$ cat src/rtl/core/mrqb_pkg.sv
package mrqb_pkg;

   localparam int NUM_QUEUES = 16;
   localparam int MAX_SLOTS  = 64;
   localparam int QIDX_W     = $clog2(NUM_QUEUES);
   localparam int PTR_W      = $clog2(MAX_SLOTS);
   localparam int SLOTS_W    = 7;
   localparam int WORD_W     = 64;
   localparam int ADDR_W     = QIDX_W + PTR_W;
   localparam int CMD_DEPTH  = 2;
   localparam int CMD_PTR_W  = $clog2(CMD_DEPTH);
   localparam int CMD_CNT_W  = $clog2(CMD_DEPTH + 1);

   localparam logic [SLOTS_W-1:0] SLOTS_RESET = SLOTS_W'(MAX_SLOTS);
   localparam logic [SLOTS_W-1:0] SLOTS_MIN   = SLOTS_W'(2);
   localparam logic [SLOTS_W-1:0] SLOTS_MAX   = SLOTS_W'(MAX_SLOTS);

   localparam logic OP_PUSH = 1'b0;
   localparam logic OP_TAKE = 1'b1;

   localparam logic STATUS_OK      = 1'b0;
   localparam logic STATUS_REFUSED = 1'b1;

   typedef struct packed {
      logic              take;
      logic              write;
      logic              status;
      logic [ADDR_W-1:0] addr;
      logic [WORD_W-1:0] value;
   } cmd_type;

   function automatic logic [PTR_W-1:0] advance(input logic [PTR_W-1:0] p,
                                                input logic [SLOTS_W-1:0] slots);
      logic [SLOTS_W-1:0] n;
      n = SLOTS_W'(p) + SLOTS_W'(1);
      return (n >= slots) ? '0 : PTR_W'(n);
   endfunction

endpackage

$ cat src/rtl/core/mrqb_cmd_fifo.sv
module mrqb_cmd_fifo (
   input  logic              clock,
   input  logic              reset,
   input  logic              push,
   input  mrqb_pkg::cmd_type push_data,
   output logic              full,
   input  logic              pop,
   output logic              empty,
   output mrqb_pkg::cmd_type pop_data
);
   import mrqb_pkg::*;

   cmd_type                entry_ff [CMD_DEPTH];
   logic [CMD_PTR_W-1:0]   wr_ptr_ff, wr_ptr_in;
   logic [CMD_PTR_W-1:0]   rd_ptr_ff, rd_ptr_in;
   logic [CMD_CNT_W-1:0]   count_ff, count_in;

   assign full     = (count_ff == CMD_CNT_W'(CMD_DEPTH));
   assign empty    = (count_ff == '0);
   assign pop_data = entry_ff[rd_ptr_ff];

   always_comb begin
      wr_ptr_in = wr_ptr_ff;
      rd_ptr_in = rd_ptr_ff;
      count_in  = count_ff;
      if (push) begin
         wr_ptr_in = (wr_ptr_ff == CMD_PTR_W'(CMD_DEPTH - 1)) ? '0 : wr_ptr_ff + 1'b1;
      end
      if (pop) begin
         rd_ptr_in = (rd_ptr_ff == CMD_PTR_W'(CMD_DEPTH - 1)) ? '0 : rd_ptr_ff + 1'b1;
      end
      if (push && !pop) begin
         count_in = count_ff + 1'b1;
      end else if (pop && !push) begin
         count_in = count_ff - 1'b1;
      end
   end

   always_ff @(posedge clock) begin
      if (reset) begin
         wr_ptr_ff <= '0;
         rd_ptr_ff <= '0;
         count_ff  <= '0;
      end else begin
         wr_ptr_ff <= wr_ptr_in;
         rd_ptr_ff <= rd_ptr_in;
         count_ff  <= count_in;
      end
   end

   always_ff @(posedge clock) begin
      if (push) begin
         entry_ff[wr_ptr_ff] <= push_data;
      end
   end

   a_no_overflow: assert property (@(posedge clock) disable iff (reset)
      !(push && full && !pop)) else $error("command queue written while full");
   a_no_underflow: assert property (@(posedge clock) disable iff (reset)
      !(pop && empty)) else $error("command queue read while empty");
   a_count_bound: assert property (@(posedge clock) disable iff (reset)
      count_ff <= CMD_CNT_W'(CMD_DEPTH)) else $error("command queue count out of range");

endmodule

$ cat config.mk
export PLATFORM = sky130hd
export DESIGN_NAME = mrqb_cmd_fifo
export DESIGN_NICKNAME = d
export VERILOG_FILES = /design/src/rtl/core/mrqb_pkg.sv /design/src/rtl/core/mrqb_cmd_fifo.sv
export SDC_FILE = /design/constraint.sdc
export NUM_CORES = 1
export LEC_CHECK = 0
export BUFFER_PORTS_ARGS = -buffer_cell sky130_fd_sc_hd__buf_2
export CORE_MARGIN = 2
export CORE_UTILIZATION = 40
export CTS_CLUSTER_SIZE = 24
export DETAILED_ROUTE_END_ITERATION = 10
export PLACE_DENSITY = 0.66
export SYNTH_ARGS = -nofsm -noshare
export SYNTH_HDL_FRONTEND = slang
export SYNTH_SLANG_ARGS = --single-unit
$ cat constraint.sdc
create_clock -name clock -period 4.6 [get_ports clock]
set_input_delay 0.92 -clock clock [delete_from_list [all_inputs] [get_ports clock]]
set_output_delay 0.92 -clock clock [all_outputs]
set_load 0.01 [all_outputs]
* Word-level counts from Yosys, hierarchy flattened
Memories as Yosys holds them, arrays and structs flattened. A register that Yosys moved wholly into a read port is not among the register bits.
Cells that the tools add are included.
W data, S select, Z words.
** Storage, ports and cells
- Memories kept :: 1
- Register bits :: 4
- Output and inout port bits :: 79
- Bits in writable memories :: 154
- Input port bits :: 81
- Logic and storage cells :: 23
** Cells by class
- Eq/ne operators :: 1
- Add/subtract/negate cells :: 4
- Reductions and logical operators :: 6
- Muxes and demuxes :: 8
** Memory list
- entry_ff :: words 2, width 77, rd ports 1, clocked after memory_dff 1, write ports 1, RTL line mrqb_cmd_fifo.sv:13 : cmd_type entry_ff [CMD_DEPTH];
** Operators with widths (count)
- $mux W1 :: 6
- $mux W2 :: 2
- $add A1 B1 Y1 const B :: 2
- $add A2 B1 Y2 const B :: 1
- $eq A2 B2 Y1 const B :: 1
- $logic_and A1 B1 Y1 :: 2
- $logic_not A1 Y1 :: 2
- $logic_not A2 Y1 :: 1
- $reduce_bool A2 Y1 :: 1
- $sub A2 B1 Y2 const B :: 1

* Longest topological paths before layout
- Depth after elaboration :: 4
- Depth in mapped cells :: 5
- Mapped depth without buffers :: 5

* Worst setup path after synthesis
OpenSTA, ideal clock, no wires.
- Path type :: in2reg
- Start point :: in push
- End point :: mem entry_ff[0][0] (netlist name), enable pin
- Data required time :: 4078 ps
- Stages :: 1
- Library setup time :: 522 ps
- Data arrival time :: 4290 ps
- Setup slack :: -212 ps
- Buffers on the path :: 0
- Path through :: nor2b_1
** On the way
- Longest elaborated chain between the ends :: 2
** Ends and longest elaborated chain
- from (decl) :: RTL line mrqb_cmd_fifo.sv:4 : input logic push,
- $mux W1 :: RTL line mrqb_cmd_fifo.sv:52 : if (push) begin
- $mux W1 (implied by the code) :: RTL line mrqb_cmd_fifo.sv:53 : entry_ff[wr_ptr_ff] <= push_data;
- to (decl) :: RTL line mrqb_cmd_fifo.sv:13
No other way between the ends.

==> flow_metrics.py <==
metrics = {
    "run_status": {
        "status": "finished, final reports clean",
    },
    "grt": {
        "grt_max_degree": 78,
        "top_usage_layer": "met2",
        "track_usage_pct": 13.20,
        "grt_use_met1_pct": 15.60,
        "grt_pass1_wl_um": 15680,
        "grt-ovfl-total": 0,
        "use_met2_pct": 21.71,
        "grt_use_met3_pct": 4.707,
        "grt_pass1_vias": 3061,
        "antenna_found_initial": 0,
    },
    "timing": {
        "setup_violations": 0,
        "worst_pin_slew_ns": 1.172,
        "finalMaxSlewViolations": 0,
        "finalClockSkew_ns": 0.007374,
        "min_period_over_period_pct": 69.56,
        "timing.hold.ws_ns": 0.5190,
        "relSlewSlack_pct": 21.86,
        "tns_ns": 0,
        "hold_violations": 0,
        "period_needed_ns": 3.200,
        "max_freq_ghz": 0.3125,
        "rsz0062_at_grt": "false",
    },
    "die": {
        "die_w_um": 125.4,
        "die_area_um2": 15730,
        "start_util_pct": 40.73,
        "fp-row-count": 44,
        "core_um2": 14480,
        "ios": 160,
        "die_h_um": 125.4,
    },
    "critical_path": {
        "end_kind": "output pin",
        "crit_chain": "buf_4, mux2_4, buf_2",
        "timing.rr.end": "entry_ff[0][38]",
        "r2r_setup_slack_ns": 2.77,
        "rr_startpoint": "wr_ptr_ff",
        "crit_fanout": 75,
        "cp-start-kind": "register",
        "slowest_stage": "dfxtp_4",
        "cp.arrival_ns": 2.28,
        "r2r_cells": 2,
        "worst-setup-path-type": "reg -> out",
        "required_ns": 3.68,
        "max_stage_delay_ns": 1.12,
    },
    "pwr": {
        "p_sw_uw": 724.2,
        "p_int_mw": 2.733,
        "ir_worst_vdd_v": 0.0002408,
        "power_frac_comb_pct": 9.7,
        "seq_power_share_pct": 50.3,
        "netSwitchingFraction_pct": 20.95,
        "p_leak_nw": 2.864,
        "p_per_area_nw_per_um2": 463.0,
        "clkPwrFrac_pct": 39.9,
    },
    "synth": {
        "ys_seq_area_share_pct": 80.12,
        "syn-num-nets": 344,
        "synth_cell_types": 17,
        "synth_edf_count": 154,
        "ys_ff_latch": 159,
        "postSynthCellCount": 262,
        "syn_avg_cell_area_um2": 22.51,
        "ys.warnings.count": 0,
        "async_flop_share_pct": 0,
        "synthFlopType": "edfxtp_1",
        "syn_area_um2": 5897,
    },
    "run": {
        "maxCapViolations": 0,
    },
    "drt": {
        "drt_wl_total_um": 9999,
        "drcViolationCount": 0,
        "drt_iter0_markers": 96,
        "via_per_inst": 4.638,
        "dr.pass1.iters": 4,
        "ant_nets": 0,
        "avgRoutedWirePerCell_um": 15.87,
        "vias": 2922,
    },
    "cts": {
        "cts_resized": 0,
        "cts_setup_buffers": 0,
        "clock_latency_ns": 0.41,
        "cts_tree": "yes",
        "cts.sinks": 159,
        "cts_root_buffer": "clkbuf_16",
        "cts.clk_slew.worst_paths_ns": 0.06,
        "max-clock-path-buffers": 2,
        "cts_buffers": 17,
        "cts_hold_buffers": 0,
        "h-tree-depth": 4,
    },
    "final_layout": {
        "diodes": 0,
        "fillerInstances": 1202,
        "area_growth_pct": 26.63,
        "fin_util_pct": 51.57,
        "multiInputGateArea_um2": 1091,
        "nNetsFinal": 515,
        "drive_above_1_share_pct": 60.54,
        "final_cells": 630,
        "regArea_um2": 4728,
    },
    "worst_hold_path": {
        "worstHoldPathType": "reg -> reg",
        "hp-start": "rd_ptr_ff",
        "holdPathStages": 2,
    },
    "placed_design": {
        "dp.cells": 598,
        "io_buffers": 159,
        "hpwlAfterDp_um": 6245,
        "gp_congestion": 0.6801,
    },
}
critical path: cells and delay by family (launching register included):
kind,cells,cell delay [ns]
DFF,1,1.12
buffers and inverters,2,0.43
muxes,1,0.29
power by group through the flow:
stage          logic (mW)  clock network (mW)  registers, mW
2_1_floorplan       0.228                   0           1.74
3_3_place_gp        0.336                   0           1.77
3_5_place_dp        0.343                   0           1.77
4_1_cts             0.344                1.42           1.74
5_1_grt             0.365                1.47           1.75
6_report            0.336                1.38           1.74
worst max-delay path by stage:
| stage | start | end | slack, ns | cells past startpoint |
|---|---|---|---|---|
| floorplan | push | entry_ff[0][0] | 1.23 | 1 |
| global placement | register | pop_data[27] | 1.78 | 3 |
| detailed placement | register | pop_data[35] | 1.78 | 3 |
| CTS | register | pop_data[34] | 1.33 | 3 |
| global route | register | pop_data[34] | 1.23 | 3 |
| finish | register | pop_data[35] | 1.40 | 3 |
metrics by stage:
| step | power, mW | worst slack (ns) | cell area, um2 |
|---|---|---|---|
| CTS | 3.506 | 1.326 | 7467 |
| floorplan | 1.968 | 1.231 | 5899 |
| finish | 3.457 | 1.400 | 7467 |
| detailed placement | 2.116 | 1.781 | 6877 |
| global route | 3.591 | 1.229 | 7467 |
| global placement | 2.105 | 1.778 | 6877 |
cell usage in the layout (no fill, tap or decap):
master      synthesis  layout
clkbuf_8            0       1
dfxtp_1             5       4
clkinvlp_4          0       4
buf_4               0       1
xor2_1              2       2
clkbuf_1            0       3
ha_1                1       1
mux2_4             30      30
nor2b_4             0       1
and2_4              0       1
nor2_1              5       5
clkbuf_16           0      17
buf_12              0       1
or3_1               1       1
dfxtp_4             0       1
inv_1               1       1
edfxtp_1          154     154
a21oi_1             1       1
bufinv_16           0       3
buf_2               4     159
mux2_2             47      47
xnor2_1             2       2
nor2b_1             2       1
clkinv_2            0       4
o21ai_0             1       1
Yosys cell counts, types with 2 or more instances:
cell type  count  area [um2]
nor2_1         5       18.77
dfxtp_1        5       100.1
xnor2_1        2       17.52
mux2_2        47       529.3
mux2_4        30       450.4
edfxtp_1     154        4624
buf_2          4       20.02
buf_8          3       45.04
nor2b_1        2       12.51
xor2_1         2       17.52
buf_6          2       22.52
layout make-up:
class,instances,area share [%]
Sequential cell,159,63.32
Multi-Input combinational cell,93,14.61
Clock inverter,11,1.877
Clock buffer,21,6.032
Inverter,1,0.05027
Tap cell,184,3.083
Timing Repair Buffer,161,11.03
cell families (layout without fill, tap and decap cells):
kind of cell	count (synthesis)	in the layout	synth area share, %
flip-flops	159	159	80.12
multiplexers	77	77	16.61
buffers and inverters	10	194	1.549
AND/OR/NAND/NOR	9	9	0.7428
XOR/XNOR	4	4	0.5942
AO/OA/AOI/OAI	2	2	0.1696
adder cells (fa/ha/maj)	1	1	0.2121
routing by layer:
metal  up-vias  share of wire, %
met5         -                 0
li1       1377                 -
met1      1427                41
met4         0               1.8
met2       103                51
met3        15               6.2
registers in the layout (all words and copies together), names as in the netlist, named ones only:
name / count
count_ff: 2
entry_ff: 154
rd_ptr_ff: 1
wr_ptr_ff: 1
Power figures use the tool's default switching activity.
