### config.mk
export PLATFORM = sky130hd
export DESIGN_NAME = mrqb_front_flat
export DESIGN_NICKNAME = d
export VERILOG_FILES = /design/src/rtl/core/mrqb_pkg.sv /design/src/rtl/core/mrqb_if.sv /design/src/rtl/core/mrqb_front.sv /design/src/flat_wrapper.sv
export SDC_FILE = /design/constraint.sdc
export NUM_CORES = 1
export LEC_CHECK = 0
export BUFFER_PORTS_ARGS = -buffer_cell sky130_fd_sc_hd__clkbuf_2
export CAP_MARGIN = 40
export CELL_PAD_IN_SITES_DETAIL_PLACEMENT = 0
export CELL_PAD_IN_SITES_GLOBAL_PLACEMENT = 1
export CORE_MARGIN = 3
export CORE_UTILIZATION = 35
export CTS_BUF_LIST = sky130_fd_sc_hd__clkbuf_2
export CTS_CLUSTER_SIZE = 40
export DETAILED_ROUTE_END_ITERATION = 10
export PLACE_DENSITY_LB_ADDON = 0.2
export SETUP_SLACK_MARGIN = 0.1
export SLEW_MARGIN = 20
export SYNTH_ARGS = -nofsm -noshare
export SYNTH_HDL_FRONTEND = slang
export SYNTH_SLANG_ARGS = --single-unit
### constraint.sdc
create_clock -name clock -period 6.77 [get_ports clock]
set_input_delay 0.3385 -clock clock [delete_from_list [all_inputs] [get_ports clock]]
set_output_delay 0.3385 -clock clock [all_outputs]
set_load 0.01 [all_outputs]
### src/rtl/core/mrqb_pkg.sv
package mrqb_pkg;

   localparam int NUM_QUEUES = 16;
   localparam int MAX_SLOTS  = 64;
   localparam int QIDX_W     = $clog2(NUM_QUEUES);
   localparam int PTR_W      = $clog2(MAX_SLOTS);
   localparam int SLOTS_W    = 7;
   localparam int WORD_W     = 64;
   localparam int ADDR_W     = QIDX_W + PTR_W;
   localparam int CMD_DEPTH  = 2;
   localparam int CMD_PTR_W  = $clog2(CMD_DEPTH);
   localparam int CMD_CNT_W  = $clog2(CMD_DEPTH + 1);

   localparam logic [SLOTS_W-1:0] SLOTS_RESET = SLOTS_W'(MAX_SLOTS);
   localparam logic [SLOTS_W-1:0] SLOTS_MIN   = SLOTS_W'(2);
   localparam logic [SLOTS_W-1:0] SLOTS_MAX   = SLOTS_W'(MAX_SLOTS);

   localparam logic OP_PUSH = 1'b0;
   localparam logic OP_TAKE = 1'b1;

   localparam logic STATUS_OK      = 1'b0;
   localparam logic STATUS_REFUSED = 1'b1;

   typedef struct packed {
      logic              take;
      logic              write;
      logic              status;
      logic [ADDR_W-1:0] addr;
      logic [WORD_W-1:0] value;
   } cmd_type;

   function automatic logic [PTR_W-1:0] advance(input logic [PTR_W-1:0] p,
                                                input logic [SLOTS_W-1:0] slots);
      logic [SLOTS_W-1:0] n;
      n = SLOTS_W'(p) + SLOTS_W'(1);
      return (n >= slots) ? '0 : PTR_W'(n);
   endfunction

endpackage

### src/rtl/core/mrqb_if.sv
interface mrqb_req_if;
   import mrqb_pkg::*;
   logic              valid;
   logic              ready;
   logic              operation;
   logic [QIDX_W-1:0] queue_index;
   logic [WORD_W-1:0] push_value;

   modport source(output valid, operation, queue_index, push_value, input ready);
   modport sink(input valid, operation, queue_index, push_value, output ready);
endinterface


### src/rtl/core/mrqb_front.sv
module mrqb_front (
   input  logic                          clock,
   input  logic                          reset,
   input  logic                          csr_write_enable,
   input  logic [mrqb_pkg::SLOTS_W-1:0]  csr_write_data,
   mrqb_req_if.sink                      req,
   input  logic                          cmd_full,
   output logic                          cmd_push,
   output mrqb_pkg::cmd_type             cmd_data
);
   import mrqb_pkg::*;

   logic [SLOTS_W-1:0] slots_ff;
   logic [SLOTS_W-1:0] eff_slots;
   logic [PTR_W-1:0]   wp_ff [NUM_QUEUES];
   logic [PTR_W-1:0]   rp_ff [NUM_QUEUES];
   logic [PTR_W-1:0]   wp_cur, rp_cur, wp_next;
   logic               accept, push_ok, take_ok;

   assign req.ready = !cmd_full && !reset;
   assign accept    = req.valid && req.ready;

   always_comb begin
      if (slots_ff < SLOTS_MIN) begin
         eff_slots = SLOTS_MIN;
      end else if (slots_ff > SLOTS_MAX) begin
         eff_slots = SLOTS_MAX;
      end else begin
         eff_slots = slots_ff;
      end
   end

   assign wp_cur  = wp_ff[req.queue_index];
   assign rp_cur  = rp_ff[req.queue_index];
   assign wp_next = advance(wp_cur, eff_slots);
   assign push_ok = (req.operation == OP_PUSH) && (wp_next != rp_cur);
   assign take_ok = (req.operation == OP_TAKE) && (wp_cur != rp_cur);

   always_comb begin
      cmd_push        = accept;
      cmd_data.take   = take_ok;
      cmd_data.write  = push_ok;
      cmd_data.status = (push_ok || take_ok) ? STATUS_OK : STATUS_REFUSED;
      cmd_data.addr   = {req.queue_index, (req.operation == OP_PUSH) ? wp_cur : rp_cur};
      cmd_data.value  = req.push_value;
   end

   always_ff @(posedge clock) begin
      if (reset) begin
         slots_ff <= SLOTS_RESET;
         for (int i = 0; i < NUM_QUEUES; i++) begin
            wp_ff[i] <= '0;
            rp_ff[i] <= '0;
         end
      end else begin
         if (csr_write_enable) begin
            slots_ff <= csr_write_data;
         end
         if (accept && push_ok) begin
            wp_ff[req.queue_index] <= wp_next;
         end
         if (accept && take_ok) begin
            rp_ff[req.queue_index] <= advance(rp_cur, eff_slots);
         end
      end
   end

   a_push_fills: assert property (@(posedge clock) disable iff (reset)
      accept && push_ok |=> wp_ff[$past(req.queue_index)] != rp_ff[$past(req.queue_index)])
      else $error("queue reads empty after a successful push");
   a_ok_exclusive: assert property (@(posedge clock) disable iff (reset)
      !(push_ok && take_ok)) else $error("push and take both granted");

endmodule

### src/flat_wrapper.sv
// flat-port wrapper written by rule: the top's interface ports become plain ports
module mrqb_front_flat import mrqb_pkg::*;
  (clock, reset, csr_write_enable, csr_write_data, cmd_full, cmd_push, cmd_data, req_valid, req_operation, req_queue_index, req_push_value, req_ready);
  mrqb_req_if req_i ();
  input  logic clock;
  input  logic reset;
  input  logic csr_write_enable;
  input  logic [mrqb_pkg::SLOTS_W-1:0] csr_write_data;
  input  logic cmd_full;
  output logic cmd_push;
  output mrqb_pkg::cmd_type cmd_data;
  input wire logic [$bits(req_i.valid)-1:0] req_valid;
  input wire logic [$bits(req_i.operation)-1:0] req_operation;
  input wire logic [$bits(req_i.queue_index)-1:0] req_queue_index;
  input wire logic [$bits(req_i.push_value)-1:0] req_push_value;
  output wire logic [$bits(req_i.ready)-1:0] req_ready;
  assign req_i.valid = req_valid;
  assign req_i.operation = req_operation;
  assign req_i.queue_index = req_queue_index;
  assign req_i.push_value = req_push_value;
  assign req_ready = req_i.ready;
  mrqb_front u_core (.clock(clock), .reset(reset), .csr_write_enable(csr_write_enable), .csr_write_data(csr_write_data), .req(req_i), .cmd_full(cmd_full), .cmd_push(cmd_push), .cmd_data(cmd_data));
endmodule
-- Word-level counts from Yosys, hierarchy flattened
Memory sizes are Yosys's and may differ from the RTL's.
Cells that the tools add are included.
- bits in registers: 7
- memory bits (writable): 192
- input port bits: 81
- output and inout bits: 79
- word-level logic and storage cells: 43
- memories: 2
- memory list (name ; depth ; width ; rd ports ; clocked after memory_dff ; write ports ; RTL line ; text):
    u_core.rp_ff ; 16 ; 6 ; 1 ; 0 ; 16 ; mrqb_front.sv:16 ; logic [PTR_W-1:0] rp_ff [NUM_QUEUES];
    u_core.wp_ff ; 16 ; 6 ; 1 ; 0 ; 16 ; mrqb_front.sv:15 ; logic [PTR_W-1:0] wp_ff [NUM_QUEUES];
- $add $sub $neg: 2
- order comparisons: 4
- equality and inequality tests: 2
- mux-type cells: 20
- bitwise gates (word level): 1
- reductions and logical operators: 11
- operators by type and width (operator ; number):
    6-bit 2-to-1 mux ; 5
    6-bit by 1-bit adder with 7-bit output (second input constant) ; 2
    7-bit >= comparator ; 2
    7-bit 2-to-1 mux ; 2
    6-bit != test ; 2
    6-bit OR reduction ; 2
    1-bit 2-to-1 mux ; 11
    4-bit 2-to-1 mux ; 2
    7-bit > comparator (second input constant) ; 1
    7-bit by 2-bit less-than comparator with 1-bit output (second input constant) ; 1
    1-bit logical AND ; 6
    1-bit zero test ; 2
    1-bit logical OR ; 1
    1-bit NOT ; 1

-- Longest topological paths before layout
- depth in word-level cells: 13
- depth in mapped cells: 23
- mapped depth without buffers: 15

-- Worst setup path before layout
OpenSTA, ideal clock, no wires.
- kind: input -> output
- from: input req_queue_index[0]
- to: output cmd_data[75] (netlist name)
- data arrival time: 5.344 ns
- setup slack: 1.088 ns
- stages: 23
- path through: buf_4 > buf_6 > buf_2 > mux2i_1 > mux2i_1 > clkbuf_1 > ha_1 > o211ai_1 > xor2_2 > clkbuf_1 > inv_1 > ha_1 > and3_1 > a221oi_1 > o21a_1 > clkbuf_1 > nand2_1 > o31a_1 > a21boi_2 > buf_2 > buf_2 > a21oi_1 > buf_4
- longest elaborated chain between the ends: 6
- elaborated cells between the ends (all ways): 7
- ends and longest elaborated chain (item ; RTL line ; text):
    from (decl) ; flat_wrapper.sv:14 ; input wire logic [$bits(req_i.queue_index)-1:0] req_queue_index;
    memory 16 x 6 bit ; n/a ;
    6-bit by 1-bit adder with 7-bit output ; mrqb_pkg.sv:35 ; n = SLOTS_W'(p) + SLOTS_W'(1);
    7-bit >= comparator ; mrqb_pkg.sv:36 ; return (n >= slots) ? '0 : PTR_W'(n);
    6-bit 2-to-1 mux ; mrqb_pkg.sv:36 ;
    6-bit != test * ; mrqb_front.sv:36 ; assign push_ok = (req.operation == OP_PUSH) && (wp_next != rp_cur);
    1-bit logical AND * ; mrqb_front.sv:36 ;
    to (decl) ; flat_wrapper.sv:11 ; output mrqb_pkg::cmd_type cmd_data;
Mark *: on every way between the ends. The rest lies on a longest branch, timed or not.

==> results.md <==
- Final period utilization: 91.93%
- # IOs: 160
- RSZ-0062 raised after global routing: false
- Max Buffers Root-to-Sink: 2
- Synth Instances: 901
- Worst reg2reg path endpoint: u_core.wp_ff[10][1]
- Fin. Hold Viols: 0
- Post-synth EDFFs: 192
- Routing usage on met1: 27.95%
- Clk Latency, worst-skew pair: 0.84 ns
- Worst vdd ir: 133.6 µV
- Synth top cells by count: 192 x edfxtp_1, 143 x nor2_1, 78 x buf_4
- Proportion of layout cells with a drive suffix above 1: 22.18%
- GP Congestion: 0.8087
- Number of cell rows: 64
- Top-count cell post-synth: edfxtp_1
- Top cells by area in the synthesized netlist: edfxtp_1 52%, mux4_2 9.6%, buf_4 5.3%, a211oi_1 5.1%, nor2_1 4.9%
- Die X: 183.7 µm
- Slowest CP cell: mux4_2
- # setup viols final: 0
- Syn nets: 998
- All-layer global routing usage: 18.78%
- Area grow syn2layout: 5.968%
- Critical Path Max Stage Delay: 0.47 ns
- Drt total wl: 31,110 µm
- Port-buffer cells: 31
- Cts bufs inserted: 17
- Number of global-route vias before repair: 7,367
- Initial Util: 35.84%
- Buf/Inv on CP: 5
- Die area: 33,730 µm²
- Initial antenna violation count: 1
- Worst-path cell chain: mux4_2, a22oi_1, nand2_1, o211ai_1, xor2_2, inv_1, ha_1, and3_1, a221oi_1, o21a_1, buf_4, nand2_1, buf_4, a22o_1, a2111oi_4, buf_4, a32o_1, clkbuf_2
- # nets final: 972
- TritonCTS clock tree: built
- CP Capture Type: output pin
- Routed vias: 7,430
- Area of the mapped netlist: 11,050 µm²
- Non-Filler Instances: 1,285
- Yosys top cell by area: edfxtp_1
- Status: completed
- Worst hold start: reset
- Post-route ant nets: 0
- Final Skew: 0.05225 ns
- Worst path top cell family by delay: compound AO/OA/AOI/OAI gates
- Post-synthesis cell type count: 57
- M2 GR Usage: 28.44%
- Largest net degree at the start of global routing: 98
- Cell Pwr Density: 229.4 nW/µm²
- Leak: 0.003855 µW
- Remaining Overflow, GRT: 0
- Slew @ Worst Pin: 0.7936 ns
- CTS sink count: 199
- Hold endpoint: u_core.slots_ff[4]
- GR peak layer: met2
- Asr flop ratio synth: 0%
- WP depth: 18
- Detailed Routing Iterations Pass 1: 5
- Most used cell, CP: buf_4
- Iter 0 DRT Violations: 656
- Die height: 183.7 µm
- Number of cells on the worst reg-to-reg path: 16
- Synth top area share: 52.19%
- Final core utilization: 37.97%
- Critical Path Fanout Max: 27
- Post-DR wirelength/cell: 24.21 µm
- Req. time, crit path: 6.43 ns
- Sequential element share of the synthesized area: 53.45%
- Max cap viols: 0
- Crit Path Class: reg2out
- Synth warn: 0
- Syn Area/Cell: 12.26 µm²
- Worst slew margin: 46.85%
- Register-to-register setup slack: 1.28 ns
- CTS Root Cell: clkbuf_2
- Hold depth: 2
- CTS clk-pin slew, worst paths: 0.29 ns
- H-tree depth: 4
- FF-to-FF Start: u_core.wp_ff[14][3]
- M3 GR Usage: 3.285%
- Main synth FF type: edfxtp_1
- Remaining DRCs: 0
- Max-slew violation count: 0
- Core Box Area: 30,830 µm²
- Placed Cells: 1,236
- Crit start category: flip-flop
- Synth Register Bits: 199
- Final Critical Period: 6.223 ns
- Global-route wire length before repair: 47,370 µm
- HPWL after DPL: 20,660 µm
- Vias per Instance: 5.782
- Fin Setup TNS: 0 ns
- CP Data Arrival Time: 5.88 ns
- Fmax: 0.1607 GHz
- Type of the most critical hold path: in2reg
[repair_timing]
| action | in CTS | in global routing |
|---|---|---|
| hold buffers | 15 | 0 |
| hold endpoints to repair | 7 | 0 |
| buffers inserted | 0 | 0 |
| gates resized for setup | 0 | 0 |
[per-layer routing]
metal,up-vias,part of all wire [%]
li1,3355,-
met1,3771,48
met2,268,45
met3,36,5.3
met4,0,1.6
met5,-,0
[registers in the layout, summed over array words and instances (netlist names)]
signal,cells
u_core.wp_ff,96
u_core.rp_ff,96
u_core.slots_ff,7
[logic make-up after synthesis]
group | synth area share (%)
AND/OR/NAND/NOR | 9.445
AO/OA/AOI/OAI | 13.56
flip-flops | 53.45
buffers and inverters | 8.528
multiplexers | 11.96
adder cells (fa/ha/maj) | 1.812
XOR/XNOR | 1.246
[where the power goes]
part / switching, µW / total, µW / internal, µW
Sequential: 17.2 / 1420 / 1400
Clock: 432 / 645 / 212
Combinational: 428 / 623 / 195
Total: 877 / 2690 / 1810
[layout make-up]
| cell class | count | area (µm²) |
|---|---|---|
| Sequential cell | 199 | 5906 |
| Clock inverter | 14 | 171.4 |
| Antenna cell | 1 | 2.502 |
| Multi-Input combinational cell | 543 | 4230 |
| Inverter | 10 | 37.54 |
| Timing Repair Buffer | 104 | 774.5 |
| Clock buffer | 18 | 90.09 |
| Tap cell | 396 | 495.5 |
| Fill cell | 2976 | 19120 |
[through the flow]
stage	cell area (µm²)	setup slack [ns]	power, µW	hold slack (ns)
after floorplan	11050	1.088	1875	0.4517
after global placement	11170	0.8506	2050	0.4913
after detailed placement	11280	0.9483	2052	0.4943
after CTS	11690	0.5520	2695	0.02255
after global routing	11710	0.1996	2797	0.06652
final	11710	0.5466	2686	0.1060
[cell usage in the layout (no fill, tap or decap), types with 10 or more instances in the layout]
cell,n
ha_1,16
o2111ai_1,24
a21oi_1,15
buf_2,11
mux4_2,47
buf_4,44
mux2_2,10
a2111oi_0,15
clkbuf_2,47
a31oi_1,17
edfxtp_1,192
nor2_1,143
dlygate4sd3_1,15
o21ai_0,20
nand2_1,42
a22oi_1,10
a211oi_1,75
mux2i_1,14
[how the worst max path moves through the flow]
| stage | startpoint | endpoint | slack, ns |
|---|---|---|---|
| CTS | u_core.wp_ff[1][0] | cmd_data[74] | 0.55 |
| global route | u_core.wp_ff[12][0] | cmd_data[74] | 0.20 |
| global placement | req_queue_index[1] | u_core.wp_ff[10][1] | 0.85 |
| finish | u_core.wp_ff[14][3] | cmd_data[74] | 0.55 |
| floorplan | req_queue_index[0] | cmd_data[75] | 1.09 |
| detailed placement | req_queue_index[1] | u_core.wp_ff[15][4] | 0.95 |
No activity file was read; power rests on OpenSTA's default activity.
